--- src/design/swp_pkg.sv ---
// types and constants shared by the sorted window weighted pool unit
// no dependencies; imported by every module of the block
package swp_pkg;

   // fixed field widths
   localparam int RANK_W        = 4;
   localparam int VALUE_W       = 16;
   localparam int PROD_W        = 32;
   localparam int SUM_W         = 36;
   localparam int LEN_CFG_W     = 5;
   localparam int WEIGHT_DEPTH  = 16;
   localparam int WINDOW_LEN_RESET = 9;

   // request type codes
   localparam logic REQ_TYPE_WEIGHT  = 1'b0;
   localparam logic REQ_TYPE_ELEMENT = 1'b1;

   // input transaction payload
   typedef struct packed {
      logic                      req_type;
      logic [RANK_W-1:0]         weight_rank;
      logic signed [VALUE_W-1:0] weight_value;
      logic signed [VALUE_W-1:0] sample;
   } swp_req_type;

   // result transaction payload
   typedef struct packed {
      logic [RANK_W-1:0]       rank;
      logic [RANK_W-1:0]       source_position;
      logic signed [SUM_W-1:0] weighted_sum;
      logic                    last;
   } swp_rsp_type;

   // classified command kinds
   typedef enum logic {
      CMD_WEIGHT  = 1'b0,
      CMD_ELEMENT = 1'b1
   } swp_kind_type;

   // command passed from front to back through the queue
   typedef struct packed {
      swp_kind_type              kind;
      logic                      last;
      logic [RANK_W-1:0]         rank;
      logic signed [VALUE_W-1:0] data;
   } swp_cmd_type;

   // back end sequencer states
   typedef enum logic [1:0] {
      ST_IDLE = 2'b01,
      ST_EMIT = 2'b10
   } swp_state_type;

endpackage

--- src/design/swp_front.sv ---
// front end: accepts transactions, holds window_len, tags the element that closes a window
// depends on swp_pkg
module swp_front import swp_pkg::*; #(
   parameter int MAX_WINDOW = 16
) (
   input  logic                  clock,
   input  logic                  reset,
   input  logic                  req_valid,
   output logic                  req_ready,
   input  swp_req_type           req_payload,
   input  logic                  csr_valid,
   output logic                  csr_ready,
   input  logic [LEN_CFG_W-1:0]  csr_data,
   output logic                  cfg_clear,
   output logic                  q_wr_valid,
   output swp_cmd_type           q_wr_cmd,
   input  logic                  q_full
);

   localparam int IDX_W = (MAX_WINDOW > 1) ? $clog2(MAX_WINDOW) : 1;

   logic [LEN_CFG_W-1:0] window_len_ff, window_len_in;
   logic [IDX_W-1:0]     count_ff, count_in;
   logic [IDX_W-1:0]     last_idx;
   logic                 req_fire;
   logic                 is_element;

   assign csr_ready  = 1'b1;
   assign cfg_clear  = csr_valid;
   assign req_ready  = !q_full;
   assign req_fire   = req_valid && req_ready;
   assign is_element = (req_payload.req_type == REQ_TYPE_ELEMENT);

   // effective window length minus one, with zero and oversize saturated
   always_comb begin
      if (window_len_ff == '0) begin
         last_idx = '0;
      end else if (32'(window_len_ff) > MAX_WINDOW) begin
         last_idx = IDX_W'(MAX_WINDOW - 1);
      end else begin
         last_idx = IDX_W'(window_len_ff - LEN_CFG_W'(1));
      end
   end

   // classify into a queue command
   always_comb begin
      q_wr_valid    = req_fire;
      q_wr_cmd.kind = is_element ? CMD_ELEMENT : CMD_WEIGHT;
      q_wr_cmd.last = is_element && (count_ff == last_idx);
      q_wr_cmd.rank = req_payload.weight_rank;
      q_wr_cmd.data = is_element ? req_payload.sample : req_payload.weight_value;
   end

   // window length register and element counter
   always_comb begin
      window_len_in = window_len_ff;
      count_in      = count_ff;
      if (csr_valid) begin
         window_len_in = csr_data;
         count_in      = '0;
      end else if (req_fire && is_element) begin
         count_in = (count_ff == last_idx) ? '0 : count_ff + IDX_W'(1);
      end
   end

   always_ff @(posedge clock) begin
      if (reset) begin
         window_len_ff <= LEN_CFG_W'(WINDOW_LEN_RESET);
         count_ff      <= '0;
      end else begin
         window_len_ff <= window_len_in;
         count_ff      <= count_in;
      end
   end

endmodule

--- src/design/swp_queue.sv ---
// short command queue between front and back ends
// depends on swp_pkg
module swp_queue import swp_pkg::*; #(
   parameter int DEPTH = 4
) (
   input  logic        clock,
   input  logic        reset,
   input  logic        wr_valid,
   input  swp_cmd_type wr_cmd,
   output logic        full,
   output logic        rd_valid,
   output swp_cmd_type rd_cmd,
   input  logic        rd_pop
);

   localparam int PTR_W = (DEPTH > 1) ? $clog2(DEPTH) : 1;
   localparam int CNT_W = $clog2(DEPTH + 1);

   swp_cmd_type        slot_ff [DEPTH];
   logic [PTR_W-1:0]   wr_ptr_ff, wr_ptr_in;
   logic [PTR_W-1:0]   rd_ptr_ff, rd_ptr_in;
   logic [CNT_W-1:0]   cnt_ff, cnt_in;
   logic               do_wr, do_rd;

   assign full     = (cnt_ff == CNT_W'(DEPTH));
   assign rd_valid = (cnt_ff != '0);
   assign rd_cmd   = slot_ff[rd_ptr_ff];
   assign do_wr    = wr_valid && !full;
   assign do_rd    = rd_pop && rd_valid;

   // pointer and occupancy update
   always_comb begin
      wr_ptr_in = wr_ptr_ff;
      rd_ptr_in = rd_ptr_ff;
      cnt_in    = cnt_ff;
      if (do_wr) begin
         wr_ptr_in = (wr_ptr_ff == PTR_W'(DEPTH - 1)) ? '0 : wr_ptr_ff + PTR_W'(1);
      end
      if (do_rd) begin
         rd_ptr_in = (rd_ptr_ff == PTR_W'(DEPTH - 1)) ? '0 : rd_ptr_ff + PTR_W'(1);
      end
      if (do_wr && !do_rd) begin
         cnt_in = cnt_ff + CNT_W'(1);
      end else if (do_rd && !do_wr) begin
         cnt_in = cnt_ff - CNT_W'(1);
      end
   end

   always_ff @(posedge clock) begin
      if (reset) begin
         wr_ptr_ff <= '0;
         rd_ptr_ff <= '0;
         cnt_ff    <= '0;
      end else begin
         wr_ptr_ff <= wr_ptr_in;
         rd_ptr_ff <= rd_ptr_in;
         cnt_ff    <= cnt_in;
      end
   end

   // slot storage
   always_ff @(posedge clock) begin
      if (do_wr) begin
         slot_ff[wr_ptr_ff] <= wr_cmd;
      end
   end

endmodule

--- src/design/swp_back.sv ---
// back end: insertion sorter row, rank sequencer, multiply stage and accumulating output register
// depends on swp_pkg
module swp_back import swp_pkg::*; #(
   parameter int MAX_WINDOW = 16
) (
   input  logic        clock,
   input  logic        reset,
   input  logic        cfg_clear,
   input  logic        cmd_valid,
   input  swp_cmd_type cmd,
   output logic        cmd_pop,
   output logic        rsp_valid,
   input  logic        rsp_ready,
   output swp_rsp_type rsp_payload
);

   localparam int IDX_W = (MAX_WINDOW > 1) ? $clog2(MAX_WINDOW) : 1;

   typedef struct packed {
      logic                     first;
      logic                     last;
      logic [RANK_W-1:0]        rank;
      logic [RANK_W-1:0]        pos;
      logic signed [PROD_W-1:0] prod;
   } swp_prod_type;

   swp_state_type             state_ff, state_in;
   logic signed [VALUE_W-1:0] weight_ff [WEIGHT_DEPTH];
   logic signed [VALUE_W-1:0] weight_in [WEIGHT_DEPTH];
   logic signed [VALUE_W-1:0] val_ff [MAX_WINDOW];
   logic signed [VALUE_W-1:0] val_in [MAX_WINDOW];
   logic [RANK_W-1:0]         pos_ff [MAX_WINDOW];
   logic [RANK_W-1:0]         pos_in [MAX_WINDOW];
   logic [MAX_WINDOW-1:0]     ge;
   logic [IDX_W-1:0]          cnt_ff, cnt_in;
   logic [IDX_W-1:0]          last_idx_ff, last_idx_in;
   logic [IDX_W-1:0]          k_ff, k_in;
   logic                      p_valid_ff, p_valid_in;
   swp_prod_type              p_ff, p_in;
   logic                      out_valid_ff, out_valid_in;
   swp_rsp_type               out_ff, out_in;
   logic                      out_ok, p_adv, p_load_ok, emit_step, emit_last;
   logic                      do_insert, do_weight;
   logic signed [VALUE_W-1:0] w_sel;

   assign rsp_valid   = out_valid_ff;
   assign rsp_payload = out_ff;

   // pipeline flow control
   assign out_ok    = !out_valid_ff || rsp_ready;
   assign p_adv     = p_valid_ff && out_ok;
   assign p_load_ok = !p_valid_ff || out_ok;
   assign emit_step = (state_ff == ST_EMIT) && p_load_ok;
   assign emit_last = (k_ff == last_idx_ff);

   // queue pop only while collecting
   assign cmd_pop   = (state_ff == ST_IDLE) && cmd_valid;
   assign do_insert = cmd_pop && (cmd.kind == CMD_ELEMENT);
   assign do_weight = cmd_pop && (cmd.kind == CMD_WEIGHT);

   // cells that hold a value at least as large as the new one stay put
   always_comb begin
      for (int i = 0; i < MAX_WINDOW; i++) begin
         ge[i] = (IDX_W'(i) < cnt_ff) && (val_ff[i] >= cmd.data);
      end
   end

   // sorter row: insert on element, shift toward cell 0 while emitting
   always_comb begin
      int j;
      for (int i = 0; i < MAX_WINDOW; i++) begin
         j         = 0;
         val_in[i] = val_ff[i];
         pos_in[i] = pos_ff[i];
         if (do_insert) begin
            j = (i == 0) ? 0 : i - 1;
            if (ge[i]) begin
               val_in[i] = val_ff[i];
            end else if (i == 0 || ge[j]) begin
               val_in[i] = cmd.data;
               pos_in[i] = RANK_W'(cnt_ff);
            end else if (IDX_W'(i) <= cnt_ff) begin
               val_in[i] = val_ff[j];
               pos_in[i] = pos_ff[j];
            end
         end else if (emit_step) begin
            j = (i == MAX_WINDOW - 1) ? i : i + 1;
            val_in[i] = val_ff[j];
            pos_in[i] = pos_ff[j];
         end
      end
   end

   // rank weight table
   always_comb begin
      for (int i = 0; i < WEIGHT_DEPTH; i++) begin
         weight_in[i] = weight_ff[i];
      end
      if (do_weight) begin
         weight_in[cmd.rank] = cmd.data;
      end
   end

   // ranks beyond the table use a zero weight
   always_comb begin
      if (32'(k_ff) < WEIGHT_DEPTH) begin
         w_sel = weight_ff[RANK_W'(k_ff)];
      end else begin
         w_sel = '0;
      end
   end

   // sequencer
   always_comb begin
      state_in    = state_ff;
      cnt_in      = cnt_ff;
      last_idx_in = last_idx_ff;
      k_in        = k_ff;
      case (state_ff)
         ST_IDLE: begin
            if (cfg_clear) begin
               cnt_in = '0;
            end else if (do_insert) begin
               if (cmd.last) begin
                  last_idx_in = cnt_ff;
                  cnt_in      = '0;
                  k_in        = '0;
                  state_in    = ST_EMIT;
               end else begin
                  cnt_in = cnt_ff + IDX_W'(1);
               end
            end
         end
         ST_EMIT: begin
            if (emit_step) begin
               k_in = k_ff + IDX_W'(1);
               if (emit_last) begin
                  state_in = ST_IDLE;
               end
            end
         end
         default: begin
            state_in = ST_IDLE;
         end
      endcase
   end

   // multiply stage
   always_comb begin
      p_valid_in = p_valid_ff;
      p_in       = p_ff;
      if (emit_step) begin
         p_valid_in = 1'b1;
         p_in.first = (k_ff == '0);
         p_in.last  = emit_last;
         p_in.rank  = RANK_W'(k_ff);
         p_in.pos   = pos_ff[0];
         p_in.prod  = PROD_W'(w_sel) * PROD_W'(val_ff[0]);
      end else if (p_adv) begin
         p_valid_in = 1'b0;
      end
   end

   // accumulate into the output register
   always_comb begin
      out_valid_in = out_valid_ff;
      out_in       = out_ff;
      if (p_adv) begin
         out_valid_in           = 1'b1;
         out_in.rank            = p_ff.rank;
         out_in.source_position = p_ff.pos;
         out_in.last            = p_ff.last;
         out_in.weighted_sum    = (p_ff.first ? '0 : out_ff.weighted_sum)
                                  + SUM_W'(p_ff.prod);
      end else if (rsp_ready) begin
         out_valid_in = 1'b0;
      end
   end

   always_ff @(posedge clock) begin
      if (reset) begin
         state_ff     <= ST_IDLE;
         cnt_ff       <= '0;
         k_ff         <= '0;
         p_valid_ff   <= 1'b0;
         out_valid_ff <= 1'b0;
         for (int i = 0; i < WEIGHT_DEPTH; i++) begin
            weight_ff[i] <= '0;
         end
      end else begin
         state_ff     <= state_in;
         cnt_ff       <= cnt_in;
         k_ff         <= k_in;
         p_valid_ff   <= p_valid_in;
         out_valid_ff <= out_valid_in;
         weight_ff    <= weight_in;
      end
   end

   // payload registers
   always_ff @(posedge clock) begin
      val_ff      <= val_in;
      pos_ff      <= pos_in;
      last_idx_ff <= last_idx_in;
      p_ff        <= p_in;
      out_ff      <= out_in;
   end

   // no queue traffic while ranks are being emitted
   assert property (@(posedge clock) disable iff (reset)
      state_ff == ST_EMIT |-> !cmd_pop)
      else $error("queue popped during emission");

   // the final rank returns the sequencer to collecting
   assert property (@(posedge clock) disable iff (reset)
      emit_step && emit_last |=> state_ff == ST_IDLE)
      else $error("sequencer stayed in emission after final rank");

   // running sums are built on the preceding rank
   assert property (@(posedge clock) disable iff (reset)
      p_adv && !p_ff.first |-> RANK_W'(out_ff.rank + RANK_W'(1)) == p_ff.rank)
      else $error("rank sequence broken in accumulator");

endmodule

--- src/design/sorted_window_weighted_pool_unit.sv ---
// path: closing element -> queue slot -> sorter row -> multiply stage -> output register
// throughput: one element per cycle into the sorter while idle with commands queued, then
// one rank per cycle unless rsp_ready stalls the output, for each element of the window
// weight writes update the rank weight table in the back end and produce no result
// reset: rank weights zero, window_len 9, any partial window discarded, queue emptied
module sorted_window_weighted_pool_unit import swp_pkg::*; #(
   parameter int MAX_WINDOW  = 16,
   parameter int QUEUE_DEPTH = 4
) (
   input  logic                 clock,
   input  logic                 reset,
   input  logic                 req_valid,
   output logic                 req_ready,
   input  swp_req_type          req_payload,
   output logic                 rsp_valid,
   input  logic                 rsp_ready,
   output swp_rsp_type          rsp_payload,
   input  logic                 csr_valid,
   output logic                 csr_ready,
   input  logic [LEN_CFG_W-1:0] csr_data
);

   logic        cfg_clear;
   logic        q_wr_valid, q_full, q_rd_valid, q_pop;
   swp_cmd_type q_wr_cmd, q_rd_cmd;

   // front end
   swp_front #(.MAX_WINDOW(MAX_WINDOW)) u_front (
      .clock       (clock),
      .reset       (reset),
      .req_valid   (req_valid),
      .req_ready   (req_ready),
      .req_payload (req_payload),
      .csr_valid   (csr_valid),
      .csr_ready   (csr_ready),
      .csr_data    (csr_data),
      .cfg_clear   (cfg_clear),
      .q_wr_valid  (q_wr_valid),
      .q_wr_cmd    (q_wr_cmd),
      .q_full      (q_full)
   );

   // decoupling queue
   swp_queue #(.DEPTH(QUEUE_DEPTH)) u_queue (
      .clock    (clock),
      .reset    (reset),
      .wr_valid (q_wr_valid),
      .wr_cmd   (q_wr_cmd),
      .full     (q_full),
      .rd_valid (q_rd_valid),
      .rd_cmd   (q_rd_cmd),
      .rd_pop   (q_pop)
   );

   // back end
   swp_back #(.MAX_WINDOW(MAX_WINDOW)) u_back (
      .clock       (clock),
      .reset       (reset),
      .cfg_clear   (cfg_clear),
      .cmd_valid   (q_rd_valid),
      .cmd         (q_rd_cmd),
      .cmd_pop     (q_pop),
      .rsp_valid   (rsp_valid),
      .rsp_ready   (rsp_ready),
      .rsp_payload (rsp_payload)
   );

endmodule
--- config.mk ---
export PLATFORM = sky130hd
export DESIGN_NAME = sorted_window_weighted_pool_unit
export DESIGN_NICKNAME = d
export VERILOG_FILES = /design/src/design/swp_pkg.sv /design/src/design/swp_front.sv /design/src/design/swp_queue.sv /design/src/design/swp_back.sv /design/src/design/sorted_window_weighted_pool_unit.sv
export SDC_FILE = /design/constraint.sdc
export NUM_CORES = 2
export LEC_CHECK = 0
export ABC_CLOCK_PERIOD_IN_PS = 11000
export BUFFER_PORTS_ARGS = -buffer_cell sky130_fd_sc_hd__buf_4
export CAP_MARGIN = 25
export CELL_PAD_IN_SITES_DETAIL_PLACEMENT = 1
export CELL_PAD_IN_SITES_GLOBAL_PLACEMENT = 1
export CORE_ASPECT_RATIO = 0.75
export CORE_MARGIN = 8
export CORE_UTILIZATION = 52
export DETAILED_ROUTE_END_ITERATION = 8
export GPL_TIMING_DRIVEN = 0
export PLACE_DENSITY_LB_ADDON = 0.1
export REMOVE_ABC_BUFFERS = 1
export SLEW_MARGIN = 20
export SYNTH_ARGS = -nofsm -noshare
export SYNTH_HDL_FRONTEND = slang
export SYNTH_SLANG_ARGS = --single-unit
--- constraint.sdc ---
create_clock -name clock -period 11 [get_ports clock]
set_input_delay 1.1 -clock clock [delete_from_list [all_inputs] [get_ports clock]]
set_output_delay 1.1 -clock clock [all_outputs]
set_load 0.05 [all_outputs]
==> results.py <==
metrics = {
    "yosys": {
        "synth-edff-count": 499,
        "ys_ff_latch": 785,
        "synthArstFlopShare_pct": 0,
        "synth_area_leaders": "edfxtp_1 (29%), dfxtp_1 (11%), fa_1 (10%), ha_1 (8.9%), mux2i_1 (7.5%)",
        "synth_ff_type": "edfxtp_1",
        "synth.avg_cell_area_um2": 10.5,
        "yosysTopAreaCellShare_pct": 28.8,
        "synth_area_mm2": 0.0519,
        "synthCells": 4955,
        "synth-seq-area-share_pct": 39.9,
        "ys_types": 85,
        "yosysWarnings": 0,
        "synth.largest_area_cell": "edfxtp_1",
    },
    "worst_setup_path": {
        "r2r_start": "u_back.k_ff[0]",
        "rr_worst_depth": 20,
        "cp_slowest_cell": "mux4_2",
        "endpoint_kind": "flop",
        "slowest_delay_ns": 0.72,
        "worstPathArrival_ns": 9.08,
        "worst_setup_path_start_kind": "flop",
        "reg2reg_slack_ns": 2.38,
        "path_cells": "buf_16 -> mux4_2 -> mux4_2 -> and2_1 -> inv_1 -> fa_1 -> inv_1 -> fa_1 -> fa_1 -> fa_1 -> fa_1 -> inv_1 -> fa_1 -> inv_1 -> ha_1 -> nand2_1 -> nor3_2 -> o211a_1 -> or2_1 -> xor2_1",
        "path_max_fanout": 33,
        "r2r-end": "u_back.p_ff[26]",
        "worstSetupPathType": "flop to flop",
        "cp-startpoint": "u_back.k_ff[0]",
        "worst_path_most_repeated_cell": "fa_1",
        "cp_data_required_time_ns": 11.46,
    },
    "global_route": {
        "grt_pass1_vias": 40704,
        "antenna_found_initial": 1,
        "grt_overflow": 0,
        "grt_first_pass_wirelength_um": 247000,
        "grt_max_degree": 114,
        "grt_usage_pct": 28.5,
    },
    "min_path": {
        "min_from": "u_back.p_ff[36]",
        "hp-class": "flop to flop",
        "hold-path-cell-count": 0,
        "hold_end": "u_back.rsp_payload[41]",
    },
    "routing": {
        "wirelength_um": 158000,
        "via_count": 38224,
        "vias_per_cell": 6.06,
        "drt_iter0_drc": 3112,
        "drc": 0,
        "antenna_left": 0,
        "drt_first_pass_iters": 6,
        "avgRoutedWirePerCell_um": 25.1,
    },
    "outcome": {
        "outcome": "finished clean",
    },
    "sta": {
        "hold-worst-slack_ns": 0.422,
        "slew_headroom_pct": 26.4,
        "rsz0062_at_grt": "no",
        "fin_setup_tns_ns": 0,
        "setup_violations": 0,
        "fin_crit_ns": 8.62,
        "fin_crit_sh_pct": 78.4,
        "worstMarginPinSlew_ns": 1.10,
        "skew_ns": 0.0388,
        "fmax_mhz": 116,
        "maxSlewViolCount": 0,
        "hold_viol": 0,
    },
    "floorplan": {
        "start_util_pct": 52.4,
        "core-area_mm2": 0.0991,
        "die_h_um": 290,
        "ioPinCount": 95,
        "die_area_mm2": 0.110,
        "die_w_um": 381,
        "rows": 100,
    },
    "clocking": {
        "post_cts_buffers": 0,
        "clk_latency_ns": 0.70,
        "htree_levels": 3,
        "clkSlewWorstSetupHoldPaths_ns": 0.06,
        "cts_buffers": 83,
        "ctsResizeCount": 0,
        "clock-sinks": 785,
        "cts_root_buf": "clkbuf_16",
        "clk_path_buf_depth": 3,
        "cts_tree": "yes",
        "ctsHoldBuffers": 0,
    },
    "layout": {
        "synthToLayoutAreaGrowth_pct": 10.6,
        "layout_commonest_cell": "edfxtp_1",
        "final_cell_mix": "edfxtp_1 (499), nand2_1 (486), nor2_1 (472)",
        "nets": 5596,
        "finalInstanceArea_mm2": 0.0574,
        "drive_above_1_share_pct": 10.2,
    },
    "place": {
        "place_congestion": 0.833,
        "port_buffers": 93,
        "detailed_place_hpwl_um": 111000,
        "dpl_cell_area_mm2": 0.0546,
    },
    "power_and_ir_drop": {
        "leakage_nw": 23.5,
        "max-vdd-ir-drop_mv": 0.145,
        "powerDensity_mw_per_mm2": 209,
        "power.total_mw": 12.0,
    },
    "flow_run": {
        "maxCapViolations": 0,
    },
}
-- worst max-delay path, delay by kind of cell, from the launching register on --
kind | cells | cell delay (ns)
buf+inv | 5 | 0.59
fa+ha+maj | 7 | 3.92
mux | 2 | 1.29
xor+xnor | 1 | 0.33
compound gates | 1 | 0.42
simple gates | 4 | 1.38
flops | 1 | 0.44
-- metal layers --
| metal | vias up | global-route usage (%) | wire length (um) |
|---|---|---|---|
| met4 | 0 | 5.86 | 3230 |
| li1 | 17165 | - | - |
| met3 | 208 | 5.18 | 11300 |
| met1 | 19667 | 42.0 | 74200 |
| met5 | - | 0 | 0 |
| met2 | 1184 | 44.1 | 69300 |
-- cell usage after synthesis, drive strengths merged, types with 8 or more instances --
cell type / number
or2: 9
clkbuf: 172
o31ai: 12
a21oi: 260
mux4: 102
xor2: 24
and2: 128
nor2b: 66
o21bai: 14
a31oi: 11
edfxtp: 499
nand3: 34
buf: 105
nor4: 11
nor3: 41
o21a: 35
nor2: 481
nand4: 43
clkinv: 16
mux2i: 391
o21ai: 355
ha: 370
o211ai: 12
and3: 15
a21o: 81
o311ai: 8
nand2: 496
dfxtp: 286
inv: 386
a211oi: 18
fa: 264
nand2b: 35
mux2: 36
xnor2: 56
-- power by group --
part | internal [mW] | switching [mW]
registers | 3.50 | 0.293
logic | 1.75 | 3.51
clock network | 1.66 | 1.29
-- worst max path at each step --
stage	endpoint	cells past startpoint	slack, ns
5_1_grt	u_back.p_ff[26]	20	1.93
4_1_cts	u_back.p_ff[26]	20	2.16
2_1_floorplan	u_back.pos_ff[36]	3	-4.29
6_report	u_back.p_ff[26]	20	2.38
3_5_place_dp	u_back.p_ff[26]	20	2.18
3_3_place_gp	u_back.val_ff[32]	3	-15.35
-- sequential cells by signal, indices dropped and copies added, names as in the netlist, 5 cells and up, named ones only --
signal,count
u_front.window_len_ff,5
u_back.rsp_payload,45
u_back.val_ff,256
u_back.pos_ff,64
u_queue.slot_ff,88
u_back.weight_ff,256
u_back.p_ff,42
-- logic make-up (layout without fill, tap and decap cells) --
group                      count (synthesis)  after routing  synth area share (%)
AOI/OAI and AO/OA                        859            859                  9.68
xor gates and xnor gates                  80             80                  1.35
and+or+nand+nor                         1386           1386                  12.0
adders and majority gates                636            636                  19.1
other                                      1              2               0.00722
DFF                                      785            785                  39.9
buffers and inverters                    679            705                  5.17
muxes                                    529            529                  12.7
-- area by class of cell --
| type | instances | area [um^2] |
|---|---|---|
| Fill cell | 10528 | 41600 |
| Multi-Input combinational cell | 3491 | 28900 |
| Sequential cell | 785 | 20700 |
| Clock buffer | 114 | 2290 |
| Timing Repair Buffer | 152 | 1860 |
| Tap cell | 1326 | 1660 |
| Inverter | 402 | 1530 |
| Clock inverter | 37 | 512 |
| Antenna cell | 1 | 2.50 |
-- through the flow --
step                      instances  worst slack, ns  util (%)
after floorplan                4678            -4.29         -
after global placement         6097           -15.35      53.6
after detailed placement       6153             2.18      55.1
after CTS                      6304             2.16      57.9
after global routing           6307             1.93      58.0
final                          6308             2.38      58.0
No activity file was read; power rests on OpenSTA's default activity.
